$ cat src/rtl/twcp_pkg.sv
// Shared constants, codes and pipeline types for the wall column texturing block
package twcp_pkg;

	// Screen and texture geometry (texture size must be a power of two)
	localparam int SCREEN_HEIGHT = 480;
	localparam int TEXTURE_SIZE  = 64;
	localparam int TEXTURE_COUNT = 8;

	localparam int TEX_BITS    = $clog2(TEXTURE_SIZE);
	localparam int TEXELS      = TEXTURE_SIZE * TEXTURE_SIZE;
	localparam int STORE_DEPTH = TEXTURE_COUNT * TEXELS;
	localparam int ADDR_W      = $clog2(STORE_DEPTH);

	// Field widths
	localparam int COLOR_W    = 24;
	localparam int CHAN_W     = 8;
	localparam int STRIDE_W   = 14;
	localparam int PIX_ADDR_W = 24;
	localparam int HEIGHT_W   = 16;
	localparam int ROW_W      = 10;
	localparam int COL_W      = 10;

	// Divider: remainder and signed numerator widths, one quotient bit a stage
	localparam int REM_W     = HEIGHT_W + 1;
	localparam int NUM_W     = REM_W + 1;
	localparam int DIV_STEPS = TEX_BITS;

	// Queue between front and back end
	localparam int QUEUE_DEPTH = 2;
	localparam int QUEUE_PTR_W = $clog2(QUEUE_DEPTH);
	localparam int QUEUE_CNT_W = $clog2(QUEUE_DEPTH + 1);

	// Edges from the accepting edge to the edge that samples the strobe
	localparam int PIPE_LATENCY = DIV_STEPS + 3;

	localparam logic [STRIDE_W-1:0] STRIDE_RESET = STRIDE_W'(2560);
	localparam logic [COLOR_W-1:0]  HALF_MASK    = COLOR_W'(8355711);

	typedef enum logic {
		FUNC_LOAD = 1'b0,
		FUNC_DRAW = 1'b1
	} func_t;

	// One queued item, already classified by the front end
	typedef struct packed {
		logic                  is_load;
		logic                  black;
		logic                  shade;
		logic                  trow_zero;
		logic                  trow_sat;
		logic [ADDR_W-1:0]     base;
		logic [COLOR_W-1:0]    texel;
		logic [REM_W-1:0]      num;
		logic [HEIGHT_W-1:0]   height;
		logic [ROW_W-1:0]      row;
		logic [COL_W-1:0]      column;
	} work_t;

	// One divider stage of the back end
	typedef struct packed {
		logic                  valid;
		logic                  is_load;
		logic                  black;
		logic                  shade;
		logic                  trow_zero;
		logic                  trow_sat;
		logic [ADDR_W-1:0]     base;
		logic [COLOR_W-1:0]    texel;
		logic [REM_W-1:0]      rem;
		logic [HEIGHT_W-1:0]   height;
		logic [TEX_BITS-1:0]   quo;
		logic [PIX_ADDR_W-1:0] pix_addr;
	} div_t;

endpackage

$ cat src/rtl/twcp_queue.sv
// Short FIFO between front and back end
module twcp_queue
	import twcp_pkg::*;
(
	input  logic  clk,
	input  logic  arst_n,
	input  logic  push,
	input  work_t push_entry,
	input  logic  pop,
	output logic  full,
	output logic  head_valid,
	output work_t head
);

	work_t                  slots_q [QUEUE_DEPTH];
	logic [QUEUE_PTR_W-1:0] wr_ptr_q;
	logic [QUEUE_PTR_W-1:0] rd_ptr_q;
	logic [QUEUE_CNT_W-1:0] count_q;

	function automatic logic [QUEUE_PTR_W-1:0] next_ptr(input logic [QUEUE_PTR_W-1:0] ptr);
		return (ptr == QUEUE_PTR_W'(QUEUE_DEPTH - 1)) ? '0 : ptr + 1'b1;
	endfunction

	// Advance pointers and fill count
	always_ff @(posedge clk or negedge arst_n) begin
		if (!arst_n) begin
			wr_ptr_q <= '0;
			rd_ptr_q <= '0;
			count_q  <= '0;
		end else begin
			if (push) begin
				wr_ptr_q <= next_ptr(wr_ptr_q);
			end
			if (pop) begin
				rd_ptr_q <= next_ptr(rd_ptr_q);
			end
			count_q <= count_q + QUEUE_CNT_W'(push) - QUEUE_CNT_W'(pop);
		end
	end

	// Hold entries
	always_ff @(posedge clk) begin
		if (push) begin
			slots_q[wr_ptr_q] <= push_entry;
		end
	end

	assign full       = (count_q == QUEUE_CNT_W'(QUEUE_DEPTH));
	assign head_valid = (count_q != '0);
	assign head       = slots_q[rd_ptr_q];

endmodule

$ cat config.mk
export PLATFORM = sky130hd
export DESIGN_NAME = twcp_queue
export DESIGN_NICKNAME = d
export VERILOG_FILES = /design/src/rtl/twcp_pkg.sv /design/src/rtl/twcp_queue.sv
export SDC_FILE = /design/constraint.sdc
export NUM_CORES = 1
export LEC_CHECK = 0
export BUFFER_PORTS_ARGS = -buffer_cell sky130_fd_sc_hd__buf_4
export CAP_MARGIN = 15
export CORE_ASPECT_RATIO = 1.1
export CORE_UTILIZATION = 52
export DETAILED_ROUTE_END_ITERATION = 12
export GPL_TIMING_DRIVEN = 0
export PLACE_DENSITY = 0.77
export SETUP_SLACK_MARGIN = 0.02
export SYNTH_ARGS = -nofsm -noshare
export SYNTH_HDL_FRONTEND = slang
export SYNTH_SLANG_ARGS = --single-unit
$ cat constraint.sdc
create_clock -name clk -period 6.7 [get_ports clk]
set_clock_uncertainty 0.15 [all_clocks]
set_input_delay 0 -clock clk [delete_from_list [all_inputs] [get_ports clk]]
set_output_delay 0 -clock clk [all_outputs]
set_load 0.01 [all_outputs]
==> results of run 1 <==
-- metrics by stage --
stage                     worst slack (ns)  cell area (um2)  std cells   util  hold slack, ns
after floorplan                       1.29             7270        317      -          -0.446
after global placement              -0.837             9000        700  0.670          -0.351
after detailed placement              4.69             9100        704  0.678          -0.348
after CTS                             4.67            10700        837  0.796           0.123
after global routing                  4.60            10700        837  0.796           0.144
final                                 4.71            10700        837  0.796           0.147
-- logic make-up (layout without fill, tap and decap cells) --
group,count (synthesis),after routing,share of synthesized area
simple gates,4,4,0.00344
buf+inv,13,349,0.0120
mux,97,97,0.161
xor+xnor,3,3,0.00568
flops,198,198,0.815
fa+ha+maj,2,2,0.00344
-- area by class of cell --
type / instances / area share
Buffer: 11 / 0.00748
Clock buffer: 18 / 0.0401
Sequential cell: 198 / 0.554
Multi-Input combinational cell: 106 / 0.119
Tap cell: 184 / 0.0215
Timing Repair Buffer: 304 / 0.243
Inverter: 2 / 0.000702
Clock inverter: 14 / 0.0147
-- worst paths after layout --
path | from | slack, ns | to
hold / removal | push_entry[29] | 0.15 | slots_q[1][29]
setup / recovery | wr_ptr_q | 4.71 | slots_q[0][92]
max in group asynchronous | arst_n | 5.85 | wr_ptr_q
hold reg to reg | wr_ptr_q | 0.40 | wr_ptr_q
setup reg to reg | wr_ptr_q | 4.71 | slots_q[0][92]
min in group asynchronous | arst_n | 0.36 | count_q[0]
-- what timing repair did --
action                     in CTS  in global routing
setup endpoints to repair       0                  0
hold endpoints to repair      220                  0
hold buffers                  101                  0
-- Yosys cell counts (all sizes together) --
cell type,instances,area [um2]
edfxtp,194,5830
mux2,97,1170
buf,11,80.1
dfrtp,4,100
ha,2,25.0
inv,2,7.51
nor2b,2,12.5
xor2,2,17.5
and2,1,6.26
or2,1,6.26
xor3,1,23.8
-- cells in the final DEF, fill, tap and decap left out, types with 2 or more instances in the layout --
cell	instances
clkinv_4	3
buf_12	2
edfxtp_1	194
buf_16	2
xor2_1	2
ha_1	2
clkbuf_16	17
inv_6	2
dlygate4sd3_1	101
inv_1	2
dfrtp_1	4
buf_6	4
mux2_4	20
bufinv_16	3
buf_2	7
clkinv_1	5
buf_4	199
mux2_2	77
-- routing by layer --
metal,part of all wire,vias to the layer above
met3,0.081,39
met4,0.029,0
li1,-,1904
met2,0.52,208
met5,0,-
met1,0.37,2067
-- power groups by stage --
stage	sequential [mW]	clock, mW	combinational (mW)
floorplan	1.74	0	0.742
global placement	1.76	0	1.28
detailed placement	1.73	0	1.34
CTS	1.70	1.01	1.40
global route	1.73	1.06	1.49
finish	1.71	1.01	1.41
-- sequential cells by signal, indices dropped and copies added, names as in the netlist --
register  count
slots_q     194
count_q       2
rd_ptr_q      1
wr_ptr_q      1
==> results.tsv, run 1 <==
stage	metric	value	unit
floorplanning	width of the chip	115	um
worst_setup_path	WP buf/inv	2	
placement	IO Port Bufs	199	
floorplanning	overall die area	0.0145	mm2
timing	period utilization	0.296	
floorplanning	# IOs	200	
timing	fmax	504	MHz
power	Power Density	386	mW/mm2
drt	# DRC	0	
global_route	GR met3 Demand/Resource	0.0717	
synthesis	Synth cell types	13	
worst_setup_path	Largest delay share family, worst path	simple AND/OR/NAND/NOR gates	
final_layout	number of fill cells	698	
worst_setup_path	Startpoint Class	flop	
worst_hold_path	hold depth	2	
placement	dpl hpwl	8630	um
worst_setup_path	Worst path max stage delay	0.58	ns
clock_network	Sink Count	198	
flow_run	Max Cap Viol	0	
drt	initial drt markers	169	
global_route	met1 Use GR	0.254	
worst_setup_path	crit-path max FO	33	
clock_network	clk root buf	clkbuf_16	
clock_network	CTS tree	done	
floorplanning	die height	126	um
synthesis	Yosys Warn Count	0	
drt	vias per inst	5.04	
power	switching power total	1.14	mW
global_route	largest net degree at the start of global routing	54	
timing	Least-Margin Pin Slew	0.686	ns
worst_setup_path	Worst Setup Path Type	reg -> reg	
timing	Sum Neg Setup Slack	0	ns
timing	relative slew slack	0.542	
global_route	vias in the first global route	4680	
power	sw frac	0.277	
power	Internal	2.98	mW
worst_setup_path	WP depth	3	
worst_setup_path	slowest stage cell, crit path	nor2b_4	
global_route	met2 Track Usage GR	0.390	
final_layout	number of nets in the layout	743	
synthesis	register bit total from synthesis	198	
power	Max VDD drop	289	uV
timing	Max Slew Vio Count	0	
worst_setup_path	Most Frequent Cell on Critical Path	buf_12	
synthesis	sequential cell area fraction in the yosys report	0.815	
clock_network	insertion delay to the later sink of the worst-skew pair	0.42	ns
clock_network	PostCTS Resize Cnt	0	
final_layout	P&R area growth vs syn	47.1	%
drt	vias post-DR	4218	
global_route	Global Route Usage Sum	0.227	
clock_network	total CTS buffers	17	
power	Leakage	4.16	nW
drt	Avg WL per Cell	18.8	um
clock_network	Post-CTS Setup Bufs	0	
worst_setup_path	Worst Reg2Reg Path Length in Cells	3	
power	Final Power	4.13	mW
clock_network	Clk pin slew, worst setup/hold paths	0.07	ns
drt	antenna-violating nets left	0	
worst_hold_path	Hold Crit Class	in -> reg	
global_route	initial antenna violation count	0	
synthesis	Gate Count Post-Synth	317	
worst_setup_path	critical path arrival	1.95	ns
timing	min Tclk post-route	1.99	ns
floorplanning	Starting Density	0.541	
timing	Hold Vio Cnt, Final	0	
final_layout	layout cells sized above 1	0.521	
synthesis	Avg Cell Area, Syn	22.9	um2
drt	drt total wl	15700	um
power	sequential share of power	0.414	
worst_setup_path	CP Capture Type	flop	
synthesis	synthesized area	0.00727	mm2
clock_network	CTS H-tree depth	4	
global_route	first-pass GRT wire length	23700	um
floorplanning	number of core rows	44	
worst_setup_path	CP Cell Sequence	nor2b_4, buf_12, buf_12	
placement	Final GP Congestion	0.672	
run_status	status	completed	
timing	Final Setup Violations	0	
final_layout	multi-input logic area	0.00127	mm2
timing	RSZ-0062 raised after global routing	false	
power	Combinational Power Share	0.341	
global_route	Most Crowded Layer GR	met2	
final_layout	n_diodes	0	
clock_network	CTS max path bufs	2	
drt	Pre-antenna DRT Iters	4	
final_layout	register area	0.00593	mm2
worst_setup_path	CP required	6.66	ns
global_route	global route overflow	0	
power	clock power share	0.245	
synthesis	post-synthesis net count	420	
floorplanning	core box area	0.0134	mm2
No activity file was read; power rests on OpenSTA's default activity.
==> run 2, diff against run 1 <==
Clock period 6.7 ns to 2.05 ns, I/O delays scaled along.
==> run 2 against run 1 <==
Net effect: power rose to 3.2 times the previous value; sequential share of layout area up 0.097 points; design area down 0.18%; global-route usage down 1.8 points; via count down 2.3%; die area unchanged; clock power rose to 3.2 times the previous value; critical endpoint is now head[70]; utilization down 0.14 points; worst hold slack better by 0.0091 ns; first-iteration DRC count up 16%.
==> results.tsv, run 2 (synthesized netlist as in run 1, its figures left out) <==
stage	metric	value	unit	change
timing	Max Slew Vio Count	0		unchanged
worst_setup_path	Largest delay share family, worst path	buffers and inverters		
clock_network	Sink Count	198		unchanged
worst_setup_path	Worst path max stage delay	0.34	ns	-0.24 ns
timing	fmax	527	MHz	
drt	vias per inst	4.93		-2.1%
power	Max VDD drop	882	uV	+200%
global_route	first-pass GRT wire length	22000	um	-6.9%
timing	setup ws final	0.154	ns	-4.56 ns
power	sequential share of power	0.418		+0.004
final_layout	multi-input logic area	0.00127	mm2	unchanged
floorplanning	die height	126	um	unchanged
global_route	Global Route Usage Sum	0.209		-0.0180
worst_setup_path	Worst Reg2Reg Path Length in Cells	3		unchanged
worst_setup_path	crit-path max FO	10		-70%
final_layout	number of fill cells	754		+8.0%
power	Internal	9.73	mW	+230%
drt	initial drt markers	196		+16%
flow_run	Max Cap Viol	0		unchanged
final_layout	commonest cells after routing, fill and taps aside	buf_4, edfxtp_1, dlygate4sd3_1		
final_layout	final instance area	0.0107	mm2	-0.18%
clock_network	total CTS buffers	17		unchanged
floorplanning	Starting Density	0.541		unchanged
power	Combinational Power Share	0.341		about the same
placement	placed instance count	704		unchanged
power	switching power total	3.59	mW	+210%
global_route	initial antenna violation count	0		unchanged
final_layout	commonest non-fill, non-tap cell in the layout	buf_4		
timing	Final Setup Violations	0		unchanged
final_layout	layout cells sized above 1	0.522		+0.00160
final_layout	non-filler instance count after layout	835		-0.24%
placement	dpl hpwl	8730	um	+1.1%
timing	relative slew slack	0.558		+0.0161
drt	Pre-antenna DRT Iters	4		unchanged
timing	period utilization	0.925		
clock_network	clk root buf	clkbuf_16		
power	clock power share	0.241		-0.004
drt	antenna-violating nets left	0		unchanged
drt	Avg WL per Cell	17.4	um	-7.6%
final_layout	n_diodes	0		unchanged
placement	IO Port Bufs	199		unchanged
worst_setup_path	WP depth	5		+2
final_layout	number of nets in the layout	743		unchanged
drt	# DRC	0		unchanged
floorplanning	number of core rows	44		unchanged
final_layout	largest registers	slots_q: 194 flops, count_q: 2 flops		
floorplanning	overall die area	0.0145	mm2	unchanged
final_layout	Final Util	0.795		-0.00140
timing	RSZ-0062 raised after global routing	false		
placement	Final GP Congestion	0.661		-1.7%
timing	Hold Vio Cnt, Final	0		unchanged
worst_setup_path	Most Frequent Cell on Critical Path	buf_6		
final_layout	register area	0.00593	mm2	unchanged
worst_hold_path	Hold Crit Start	push_entry[51]		
floorplanning	# IOs	200		unchanged
timing	min Tclk post-route	1.90	ns	
global_route	global route overflow	0		unchanged
placement	DP Area	0.00910	mm2	unchanged
worst_setup_path	slowest stage cell, crit path	dfrtp_1		
timing	Least-Margin Pin Slew	0.663	ns	-0.0227 ns
worst_setup_path	CP startpoint	rd_ptr_q		
worst_setup_path	Startpoint Class	flop		
worst_setup_path	WP buf/inv	4		+2
drt	vias post-DR	4119		-2.3%
power	Leakage	4.14	nW	-0.40%
global_route	vias in the first global route	4500		-3.8%
final_layout	Reg with most FFs	slots_q		
clock_network	insertion delay to the later sink of the worst-skew pair	0.41	ns	about the same
floorplanning	width of the chip	115	um	unchanged
floorplanning	core box area	0.0134	mm2	unchanged
drt	drt total wl	14500	um	-7.8%
clock_network	CTS tree	done		
worst_hold_path	hold depth	2		unchanged
worst_setup_path	CP required	1.90	ns	-4.76 ns
worst_setup_path	Worst Setup Path Type	reg -> out		
worst_setup_path	critical path arrival	1.75	ns	-0.20 ns
clock_network	Clk pin slew, worst setup/hold paths	0.07	ns	about the same
power	sw frac	0.269		-0.00756
power	Power Density	1250	mW/mm2	+220%
global_route	largest net degree at the start of global routing	53		-1.9%
worst_setup_path	CP Capture Type	output pin		
worst_setup_path	CP Cell Sequence	buf_6, buf_6, buf_6, mux2_4, buf_4		
placement	dpl ws	0.163	ns	-4.52 ns
clock_network	PostCTS Resize Cnt	0		unchanged
clock_network	CTS max path bufs	2		unchanged
worst_hold_path	Hold Crit Class	in -> reg		
worst_setup_path	Reg-to-Reg Start	wr_ptr_q		
run_status	status	completed		
clock_network	CTS H-tree depth	4		unchanged
final_layout	max reg flops	194		unchanged
final_layout	P&R area growth vs syn	46.9	%	
[run 2: cell types whose count changed in the layout (fill, tap and decap cells not counted)]
cell / change
clkbuf_1: +1
clkinv_1: -3
clkinv_2: +2
clkinv_4: -3
clkinvlp_4: +3
inv_6: -2
[run 2: worst reg2reg max path, cell delays in order, from the launching register on]
cell     delay, ns
dfrtp_1       0.43
nor2b_4       0.51
buf_16        0.25
buf_12        0.23
[run 2: worst paths after layout]
kind,slack (ns),to
worst min register to register,0.42,wr_ptr_q
worst min-delay path,0.16,slots_q[0][51]
worst max-delay path,0.15,head[70]
max in group asynchronous,1.22,wr_ptr_q
worst max register to register,0.16,slots_q[0][56]
min in group asynchronous,0.34,rd_ptr_q
[run 2: timing repair]
item	in CTS	in global routing
hold buffers	101	0
endpoints found under the hold margin	216	0
buffers inserted	0	0
[run 2: metrics by stage]
step | power, mW | hold WS [ns] | setup TNS, ns
finish | 13.3 | 0.156 | 0
global placement | 9.85 | -0.353 | -180.44
detailed placement | 10.0 | -0.350 | 0
CTS | 13.4 | 0.142 | 0
floorplan | 8.04 | -0.446 | -54.49
global route | 13.9 | 0.146 | 0
[run 2: power by group through the flow]
stage | Clock [mW] | Combinational [mW] | Sequential (mW)
4_1_cts | 3.24 | 4.56 | 5.56
3_3_place_gp | 0 | 4.20 | 5.65
5_1_grt | 3.39 | 4.85 | 5.62
3_5_place_dp | 0 | 4.39 | 5.64
2_1_floorplan | 0 | 2.43 | 5.60
6_report | 3.20 | 4.54 | 5.57
[run 2: metal layers]
layer / wire length (um) / global-route usage / share of wire
met4: 409 / 0.101 / 0.028
met3: 984 / 0.0611 / 0.068
met5: 0 / 0 / 0
met2: 7660 / 0.372 / 0.53
met1: 5440 / 0.225 / 0.38
[run 2: layout make-up]
cell class                      instances  area share
Clock inverter                         11      0.0127
Tap cell                              184      0.0216
Multi-Input combinational cell        106       0.119
Inverter                                2    0.000703
Timing Repair Buffer                  304       0.243
Buffer                                 11     0.00750
Clock buffer                           19      0.0405
Sequential cell                       198       0.555
