<file path="src/rtl/twcp_pkg.sv">
// Shared constants, codes and pipeline types for the wall column texturing block
package twcp_pkg;

	// Screen and texture geometry (texture size must be a power of two)
	localparam int SCREEN_HEIGHT = 480;
	localparam int TEXTURE_SIZE  = 64;
	localparam int TEXTURE_COUNT = 8;

	localparam int TEX_BITS    = $clog2(TEXTURE_SIZE);
	localparam int TEXELS      = TEXTURE_SIZE * TEXTURE_SIZE;
	localparam int STORE_DEPTH = TEXTURE_COUNT * TEXELS;
	localparam int ADDR_W      = $clog2(STORE_DEPTH);

	// Field widths
	localparam int COLOR_W    = 24;
	localparam int CHAN_W     = 8;
	localparam int STRIDE_W   = 14;
	localparam int PIX_ADDR_W = 24;
	localparam int HEIGHT_W   = 16;
	localparam int ROW_W      = 10;
	localparam int COL_W      = 10;

	// Divider: remainder and signed numerator widths, one quotient bit a stage
	localparam int REM_W     = HEIGHT_W + 1;
	localparam int NUM_W     = REM_W + 1;
	localparam int DIV_STEPS = TEX_BITS;

	// Queue between front and back end
	localparam int QUEUE_DEPTH = 2;
	localparam int QUEUE_PTR_W = $clog2(QUEUE_DEPTH);
	localparam int QUEUE_CNT_W = $clog2(QUEUE_DEPTH + 1);

	// Edges from the accepting edge to the edge that samples the strobe
	localparam int PIPE_LATENCY = DIV_STEPS + 3;

	localparam logic [STRIDE_W-1:0] STRIDE_RESET = STRIDE_W'(2560);
	localparam logic [COLOR_W-1:0]  HALF_MASK    = COLOR_W'(8355711);

	typedef enum logic {
		FUNC_LOAD = 1'b0,
		FUNC_DRAW = 1'b1
	} func_t;

	// One queued item, already classified by the front end
	typedef struct packed {
		logic                  is_load;
		logic                  black;
		logic                  shade;
		logic                  trow_zero;
		logic                  trow_sat;
		logic [ADDR_W-1:0]     base;
		logic [COLOR_W-1:0]    texel;
		logic [REM_W-1:0]      num;
		logic [HEIGHT_W-1:0]   height;
		logic [ROW_W-1:0]      row;
		logic [COL_W-1:0]      column;
	} work_t;

	// One divider stage of the back end
	typedef struct packed {
		logic                  valid;
		logic                  is_load;
		logic                  black;
		logic                  shade;
		logic                  trow_zero;
		logic                  trow_sat;
		logic [ADDR_W-1:0]     base;
		logic [COLOR_W-1:0]    texel;
		logic [REM_W-1:0]      rem;
		logic [HEIGHT_W-1:0]   height;
		logic [TEX_BITS-1:0]   quo;
		logic [PIX_ADDR_W-1:0] pix_addr;
	} div_t;

endpackage

</file>
<file path="src/rtl/twcp_front.sv">
// Front end: accept items, drop no-op loads and off-span pixels, prepare divider operands
module twcp_front
	import twcp_pkg::*;
(
	input  logic                start,
	input  logic                busy,
	input  logic                func,
	input  logic [2:0]          texture_select,
	input  logic [11:0]         texel_index,
	input  logic [COLOR_W-1:0]  texel_value,
	input  logic [COL_W-1:0]    column,
	input  logic [ROW_W-1:0]    row,
	input  logic [9:0]          span_start,
	input  logic [10:0]         span_end,
	input  logic [HEIGHT_W-1:0] wall_height,
	input  logic [5:0]          texture_column,
	input  logic                shade_side,
	output logic                push,
	output work_t               entry
);

	logic                    is_load;
	logic                    sel_ok;
	logic                    index_ok;
	logic                    in_span;
	logic                    keep;
	logic signed [NUM_W-1:0] num;
	logic [REM_W-1:0]        twice_height;
	logic [TEX_BITS-1:0]     tcol_sat;
	logic [ADDR_W-1:0]       load_addr;
	logic [ADDR_W-1:0]       draw_base;

	// Classify the item
	always_comb begin
		is_load  = (func == FUNC_LOAD);
		sel_ok   = 32'(texture_select) < TEXTURE_COUNT;
		index_ok = 32'(texel_index) < TEXELS;
		in_span  = (row >= span_start) && ({1'b0, row} < span_end);
		keep     = is_load ? (sel_ok && index_ok) : in_span;
		push     = start && !busy && keep;
	end

	// Texture row numerator: d / 128 = 2*row - screen height + wall height
	always_comb begin
		num = $signed(NUM_W'({row, 1'b0}) - NUM_W'(SCREEN_HEIGHT) + NUM_W'(wall_height));
		twice_height = {wall_height, 1'b0};
	end

	// Store addresses: full texel address for loads, texture plus column for draws
	always_comb begin
		tcol_sat  = (32'(texture_column) >= TEXTURE_SIZE) ? TEX_BITS'(TEXTURE_SIZE - 1)
		                                                  : TEX_BITS'(texture_column);
		load_addr = ADDR_W'(32'(texture_select) * TEXELS + 32'(texel_index));
		draw_base = ADDR_W'(32'(texture_select) * TEXELS + 32'(tcol_sat));
	end

	// Pack the queue entry
	always_comb begin
		entry.is_load   = is_load;
		entry.black     = !sel_ok;
		entry.shade     = shade_side;
		entry.trow_zero = (wall_height == '0) || (num <= 0);
		entry.trow_sat  = !num[NUM_W-1] && (REM_W'(num) >= twice_height);
		entry.base      = is_load ? load_addr : draw_base;
		entry.texel     = texel_value;
		entry.num       = REM_W'(num);
		entry.height    = wall_height;
		entry.row       = row;
		entry.column    = column;
	end

endmodule

</file>
<file path="config.mk">
export PLATFORM = sky130hd
export DESIGN_NAME = twcp_front
export DESIGN_NICKNAME = d
export VERILOG_FILES = /design/src/rtl/twcp_pkg.sv /design/src/rtl/twcp_front.sv
export SDC_FILE = /design/constraint.sdc
export NUM_CORES = 1
export LEC_CHECK = 0
export BUFFER_PORTS_ARGS = -buffer_cell sky130_fd_sc_hd__clkbuf_2
export CORE_MARGIN = 4
export CORE_UTILIZATION = 30
export DETAILED_ROUTE_END_ITERATION = 8
export GPL_TIMING_DRIVEN = 0
export PLACE_DENSITY = 0.66
export SLEW_MARGIN = 20
export SYNTH_ARGS = -nofsm -noshare
export SYNTH_HDL_FRONTEND = slang
export SYNTH_SLANG_ARGS = --single-unit
export TNS_END_PERCENT = 10
</file>
<file path="constraint.sdc">
create_clock -name vclk -period 9.75
set_input_delay 1.95 -clock vclk [all_inputs]
set_output_delay 1.95 -clock vclk [all_outputs]
set_load 0.02 [all_outputs]
</file>
==> results.py, run 1 <==
metrics = {
    "run_status": {
        "outcome": "completed",
    },
    "min_path": {
        "hold_depth": 2,
        "hold_path_class": "in -> out",
        "hp-start": "texel_value[5]",
        "holdPathEnd": "entry[58]",
    },
    "floorplanning": {
        "die_w_microns": 95.98,
        "ios": 204,
        "num_rows": 31,
        "die_area_sq_um": 9212,
        "core_area_sq_um": 7370,
        "start_util": 0.3151,
        "die_h_microns": 95.98,
    },
    "final_layout": {
        "seq_cells": 0,
        "clkbuf_count": 0,
        "nets": 638,
        "finalInstanceArea_sq_um": 3277,
        "regArea_sq_um": 0,
        "drive_above_1_share": 0.5084,
        "n_antenna_cell": 0,
        "area_delta_synth_final_pct": 41.11,
    },
    "power_and_ir_drop": {
        "power_frac_seq": 0,
        "p_sw_w": 0.0001408,
        "total_power_w": 0.0002445,
        "ir_drop_mv": 0.02663,
        "p_int_w": 0.0001037,
        "swShare": 0.5760,
        "pwr_density_cell_nw_per_um2": 74.62,
        "clkPwrFrac": 0,
        "p_comb_frac": 1.000,
        "leakage_nw": 1.965,
    },
    "worst_setup_path": {
        "critPathCaptureType": "output pin",
        "path_cells": "clkbuf_2, ha_1, nand3_1, nor3b_2, ha_1, and2_1, a311oi_1, o21ai_0, xnor2_1, ha_1, nor2b_1, o21ai_0, a21oi_1, o31a_1, clkbuf_2",
        "cpPeakStageDelay_ns": 0.52,
        "worstPathArrival_ns": 5.53,
        "path_class": "in -> out",
        "critPathMaxFanout": 8,
        "start_kind": "primary input",
        "critPathSlowestCell": "nor3b_2",
        "required_ns": 7.80,
        "crit_top_cell": "ha_1",
    },
    "yosys": {
        "synth_compound_area_frac": 0.1907,
        "synthAdderAreaFrac": 0.2834,
        "ys_seq_area_frac": 0,
        "synth_cell_types": 45,
        "syn_avg_cell_area_sq_um": 7.419,
        "synth.area.mux_share": 0.02909,
        "synth_top_family_by_area": "buffers and inverters",
        "syn_area_sq_um": 2322,
        "syn-num-nets": 471,
        "yosys.area_share.xor_xnor": 0.06789,
        "synth_warnings": 0,
        "yosys.area_share.simple": 0.1379,
        "synthCells": 313,
    },
    "placement": {
        "dp_hpwl_microns": 6695,
        "portBuffers": 165,
        "gp_congestion": 0.8670,
        "place_area_sq_um": 3272,
    },
    "global_routing": {
        "overflow": 0,
        "grt_usage": 0.1420,
        "grt_max_degree": 11,
        "grt_pass1_wl_microns": 10850,
        "antenna_found_initial": 0,
        "grt_pass1_vias": 2522,
    },
    "run": {
        "drv_cap": 0,
    },
    "sta": {
        "min_period_ns": 7.484,
        "worst_pin_slew_ns": 0.5815,
        "drv_slew": 0,
        "hold_violations": 0,
        "fin_tns_setup_ns": 0,
        "finalSetupViolCount": 0,
        "fmax_mhz": 133.6,
        "grt_setup_unrepaired": "false",
        "fin_crit_sh": 0.7676,
        "max_slew_margin": 0.6106,
    },
    "routing": {
        "vias": 2628,
        "dr.pass1.iters": 4,
        "vias_per_cell": 4.555,
        "drc_errors": 0,
        "wire_per_inst_microns": 12.50,
        "wirelength_microns": 7212,
        "ant_nets": 0,
        "drtIter0Drc": 94,
    },
    "clock_network": {
        "cts.repair.resized": 0,
        "ctsHoldBuffers": 0,
        "post_cts_buffers": 0,
    },
}
==> stage by stage <==
| step | std cells | setup slack, ns | hold WS (ns) | util |
|---|---|---|---|---|
| after floorplan | 313 | 2.362 | 4.013 | - |
| after global placement | 577 | 1.948 | 4.126 | 0.4440 |
| after detailed placement | 577 | 1.854 | 4.126 | 0.4440 |
| after CTS | 577 | 1.847 | 4.126 | 0.4440 |
| after global routing | 577 | 1.943 | 4.130 | 0.4447 |
| final | 577 | 2.266 | 4.124 | 0.4447 |
==> cell usage after synthesis, drive strengths merged (2+ instances only) <==
library cell,count,area (sq um)
a21o,7,52.55
nor2,11,43.80
nor2b,9,56.30
a211oi,4,30.03
o21bai,2,15.01
xor2,5,43.79
ha,51,638.1
buf,68,506.7
nand2,6,22.52
a41oi,2,17.52
nand2b,2,12.51
xnor2,13,113.9
o21ai,16,80.07
nor3,6,30.03
a211o,2,17.52
a21oi,13,65.06
nor4,9,56.30
mux2,6,67.56
nand3,5,25.02
inv,43,161.4
nand4,6,37.54
o311ai,2,17.52
o21a,7,52.55
==> cell families (layout without fill, tap and decap cells) <==
kind of cell | after synthesis | after routing
multiplexers | 6 | 6
AND/OR/NAND/NOR | 59 | 59
other | 1 | 1
XOR/XNOR | 18 | 18
AO/OA/AOI/OAI | 65 | 65
buffers and inverters | 112 | 277
adder cells (fa/ha/maj) | 52 | 52
==> placed cells by master, fill, tap and decap left out, types with 2 or more instances in the layout <==
| cell type | n |
|---|---|
| a211o_1 | 2 |
| a211oi_1 | 4 |
| a21o_1 | 7 |
| a21oi_1 | 13 |
| a41oi_1 | 2 |
| buf_4 | 67 |
| clkbuf_2 | 165 |
| ha_1 | 51 |
| inv_1 | 43 |
| mux2_2 | 6 |
| nand2_1 | 6 |
| nand2b_1 | 2 |
| nand3_1 | 5 |
| nand4_1 | 6 |
| nor2_1 | 10 |
| nor2b_1 | 9 |
| nor3_1 | 6 |
| nor4_1 | 9 |
| o21a_1 | 7 |
| o21ai_0 | 15 |
| o21bai_1 | 2 |
| xnor2_1 | 13 |
| xor2_1 | 5 |
==> how the worst max path moves through the flow <==
stage / from / endpoint / slack, ns / depth (start not counted)
5_1_grt: row[4] / entry[92] / 1.94 / 15
2_1_floorplan: row[4] / entry[92] / 2.36 / 13
4_1_cts: row[5] / entry[92] / 1.85 / 15
3_3_place_gp: row[5] / entry[92] / 1.95 / 15
6_report: row[4] / entry[92] / 2.27 / 15
3_5_place_dp: row[5] / entry[92] / 1.85 / 15
==> layout make-up <==
type	instances	area, sq um
Multi-Input combinational cell	201	1655
Timing Repair Buffer	165	825.8
Inverter	43	161.4
Buffer	69	510.5
Tap cell	99	123.9
Fill cell	784	4093
==> power groups by stage <==
stage	Combinational, W	Sequential, W	Clock [W]
2_1_floorplan	0.000169	0	0
3_3_place_gp	0.000244	0	0
3_5_place_dp	0.000247	0	0
4_1_cts	0.000248	0	0
5_1_grt	0.000271	0	0
6_report	0.000245	0	0
==> critical path: cells and delay by family <==
kind                       cells  cell delay, ns
AOI/OAI and AO/OA              5            0.99
xor gates and xnor gates       1            0.33
adders and majority gates      3            0.97
buffers and inverters          2            0.30
and+or+nand+nor                4            0.98
==> layer usage <==
layer	track usage	up-vias	share of wire
li1	-	1370	-
met1	0.1622	1123	0.37
met2	0.2944	133	0.53
met3	0.008600	2	0.088
met4	0.007109	0	0.0064
met5	0	-	0
(Power assumes the default switching activity.)
==> run 2, diff against run 1 <==
--- a/config.mk
+++ b/config.mk
@@ -5,12 +5,12 @@
 export SDC_FILE = /design/constraint.sdc
 export NUM_CORES = 1
 export LEC_CHECK = 0
+export ABC_AREA = 1
 export BUFFER_PORTS_ARGS = -buffer_cell sky130_fd_sc_hd__clkbuf_2
 export CORE_MARGIN = 4
 export CORE_UTILIZATION = 30
 export DETAILED_ROUTE_END_ITERATION = 8
 export GPL_TIMING_DRIVEN = 0
-export PLACE_DENSITY = 0.66
 export SLEW_MARGIN = 20
 export SYNTH_ARGS = -nofsm -noshare
 export SYNTH_HDL_FRONTEND = slang
==> constraint.sdc (replaced) <==
create_clock -name vclk -period 6.4
set_input_delay 1.28 -clock vclk [all_inputs]
set_output_delay 1.28 -clock vclk [all_outputs]
set_load 0.02 [all_outputs]
==> run 2 against run 1 <==
Count of clock-buffer cells in the layout unchanged. Combinational power increased by 60%. Worst hold slack got worse by 1.3 ns. Sequential cell count unchanged. Cell count increased by 33%. Global-route usage increased by 1.1 points. Synthesized area increased by 20%. Highest routed layer unchanged. Routed wire length increased by 24%. Sequential share of layout area unchanged. Die area increased by 18%. Cell area increased by 14%.
==> results.py, run 2 <==
metrics = {
    "run_status": {
        "outcome": "completed",
    },
    "global_routing": {
        "grt_pass1_wl_microns": 14580,
        "grt_pass1_vias": 3341,
        "antenna_found_initial": 0,
        "grt_max_degree": 11,
        "grt_usage": 0.1535,
        "overflow": 0,
    },
    "yosys": {
        "synth_top_area_frac": 0.2293,
        "synth.area.mux_share": 0,
        "synth_cell_types": 31,
        "yosys.area_share.xor_xnor": 0.01888,
        "syn_avg_cell_area_sq_um": 5.633,
        "synth_largest_area_cell": "ha_1",
        "synth_warnings": 0,
        "synth_compound_area_frac": 0.07869,
        "netlist_top_cells_count": "nand2_1, inv_1, buf_4, ha_1, nor2_1",
        "synth_most_common_cell": "nand2_1",
        "syn-num-nets": 652,
        "synthAdderAreaFrac": 0.2365,
        "yosys.area_share.simple": 0.3341,
        "synthTopCellsByArea": "ha_1, nand2_1, buf_4, inv_1, a21oi_1",
        "ys_seq_area_frac": 0,
        "synth_top_family_by_area": "simple AND/OR/NAND/NOR gates",
        "syn_area_sq_um": 2783,
        "synthCells": 494,
    },
    "final_layout": {
        "n_antenna_cell": 0,
        "final_cell_mix": "clkbuf_2, nand2_1, inv_1, buf_4, ha_1",
        "seq_cells": 0,
        "final_cell_count_no_fill": 767,
        "final_common_cell": "clkbuf_2",
        "drive_above_1_share": 0.3703,
        "area_delta_synth_final_pct": 34.53,
        "regArea_sq_um": 0,
        "clkbuf_count": 0,
        "nets": 819,
        "fin_util": 0.4211,
    },
    "floorplanning": {
        "die_w_microns": 104.3,
        "ios": 204,
        "start_util": 0.3130,
        "core_area_sq_um": 8891,
        "die_area_sq_um": 10880,
        "die_h_microns": 104.3,
        "num_rows": 34,
    },
    "power_and_ir_drop": {
        "ir_drop_mv": 0.05459,
        "leakage_nw": 2.588,
        "pwr_density_cell_nw_per_um2": 105.1,
    },
    "worst_setup_path": {
        "cp-startpoint": "row[4]",
        "cpPeakStageDelay_ns": 0.44,
        "worstPathArrival_ns": 4.47,
        "required_ns": 5.12,
        "critPathSlowestCell": "ha_1",
        "critPathMaxFanout": 8,
        "path_cells": "clkbuf_2, ha_1, nand3_1, nand3_1, inv_1, ha_1, nand2_1, nor2_1, and2_1, nand2_1, nand2_1, nand2_1, nand2_1, inv_1, ha_1, nand4_1, nor3_1, a21oi_1, a21oi_1, clkbuf_2",
        "worst-path-buf-inv": 4,
        "critPathCaptureType": "output pin",
        "crit_family": "simple AND/OR/NAND/NOR gates",
        "path_class": "in -> out",
        "start_kind": "primary input",
        "crit_top_cell": "nand2_1",
    },
    "placement": {
        "dp_hpwl_microns": 8239,
        "portBuffers": 165,
        "gp_congestion": 0.9048,
        "place_inst": 767,
    },
    "clock_network": {
        "ctsHoldBuffers": 0,
        "cts.repair.resized": 0,
        "post_cts_buffers": 0,
    },
    "sta": {
        "hold_violations": 0,
        "min_period_ns": 5.751,
        "max_slew_margin": 0.6059,
        "fmax_mhz": 173.9,
        "worst_pin_slew_ns": 0.5858,
        "finalSetupViolCount": 0,
        "fin_crit_sh": 0.8987,
        "fin_tns_setup_ns": 0,
        "drv_slew": 0,
        "grt_setup_unrepaired": "false",
    },
    "routing": {
        "vias_per_cell": 4.450,
        "dr.pass1.iters": 5,
        "wire_per_inst_microns": 11.63,
        "wirelength_microns": 8922,
        "vias": 3413,
        "ant_nets": 0,
        "drc_errors": 0,
        "drtIter0Drc": 130,
    },
    "min_path": {
        "hp-start": "texel_value[7]",
        "hold_path_class": "in -> out",
    },
    "run": {
        "drv_cap": 0,
    },
}
[run 2: cell types whose count changed in the layout (fill, tap and decap cells not counted), sizes merged, moves of 9 or more]
cell and delta:
nand2 +135, inv +67, nand3 +22, nor2 +20
a21oi +12, xnor2 -12, o21ai -10, nor2b -9
[run 2: cell families after synthesis]
group | Yosys count
xor gates and xnor gates | 6
adders and majority gates | 52
AOI/OAI and AO/OA | 39
other | 1
buffers and inverters | 178
and+or+nand+nor | 218
[run 2: final timing paths]
| path | end | slack, ns | cells after the start |
|---|---|---|---|
| setup / recovery | entry[92] | 0.65 | 20 |
| hold / removal | entry[60] | 2.78 | 2 |
[run 2: final cells by class]
cell class                 count  area, sq um
buffer                        68        506.7
fill                         953         5147
inverter                     110        412.9
multi-input combinational    316         1863
tap                          108        135.1
timing repair buffer         165        825.8
[run 2: per-layer routing]
layer  wire, microns  track usage  vias up
met5               0            0        -
met4              77      0.01425        0
met2            4378       0.2855      147
met3             684      0.02297        8
met1            3782       0.1917     1458
li1                -            -     1800
[run 2: report_power, final]
part / total [W] / switching [W] / internal (W)
combinational: 0.000393 / 0.000243 / 0.000151
sequential: 0 / 0 / 0
clock: 0 / 0 / 0
[run 2: stage by stage]
step	hold slack, ns	worst slack [ns]	instance area (sq um)	power (W)
3_3_place_gp	2.786	0.7082	3744	0.0003891
4_1_cts	2.786	0.6756	3744	0.0003970
2_1_floorplan	2.673	1.249	2783	0.0002712
5_1_grt	2.790	0.2645	3744	0.0004465
6_report	2.785	0.6485	3744	0.0003934
3_5_place_dp	2.786	0.6743	3744	0.0003944
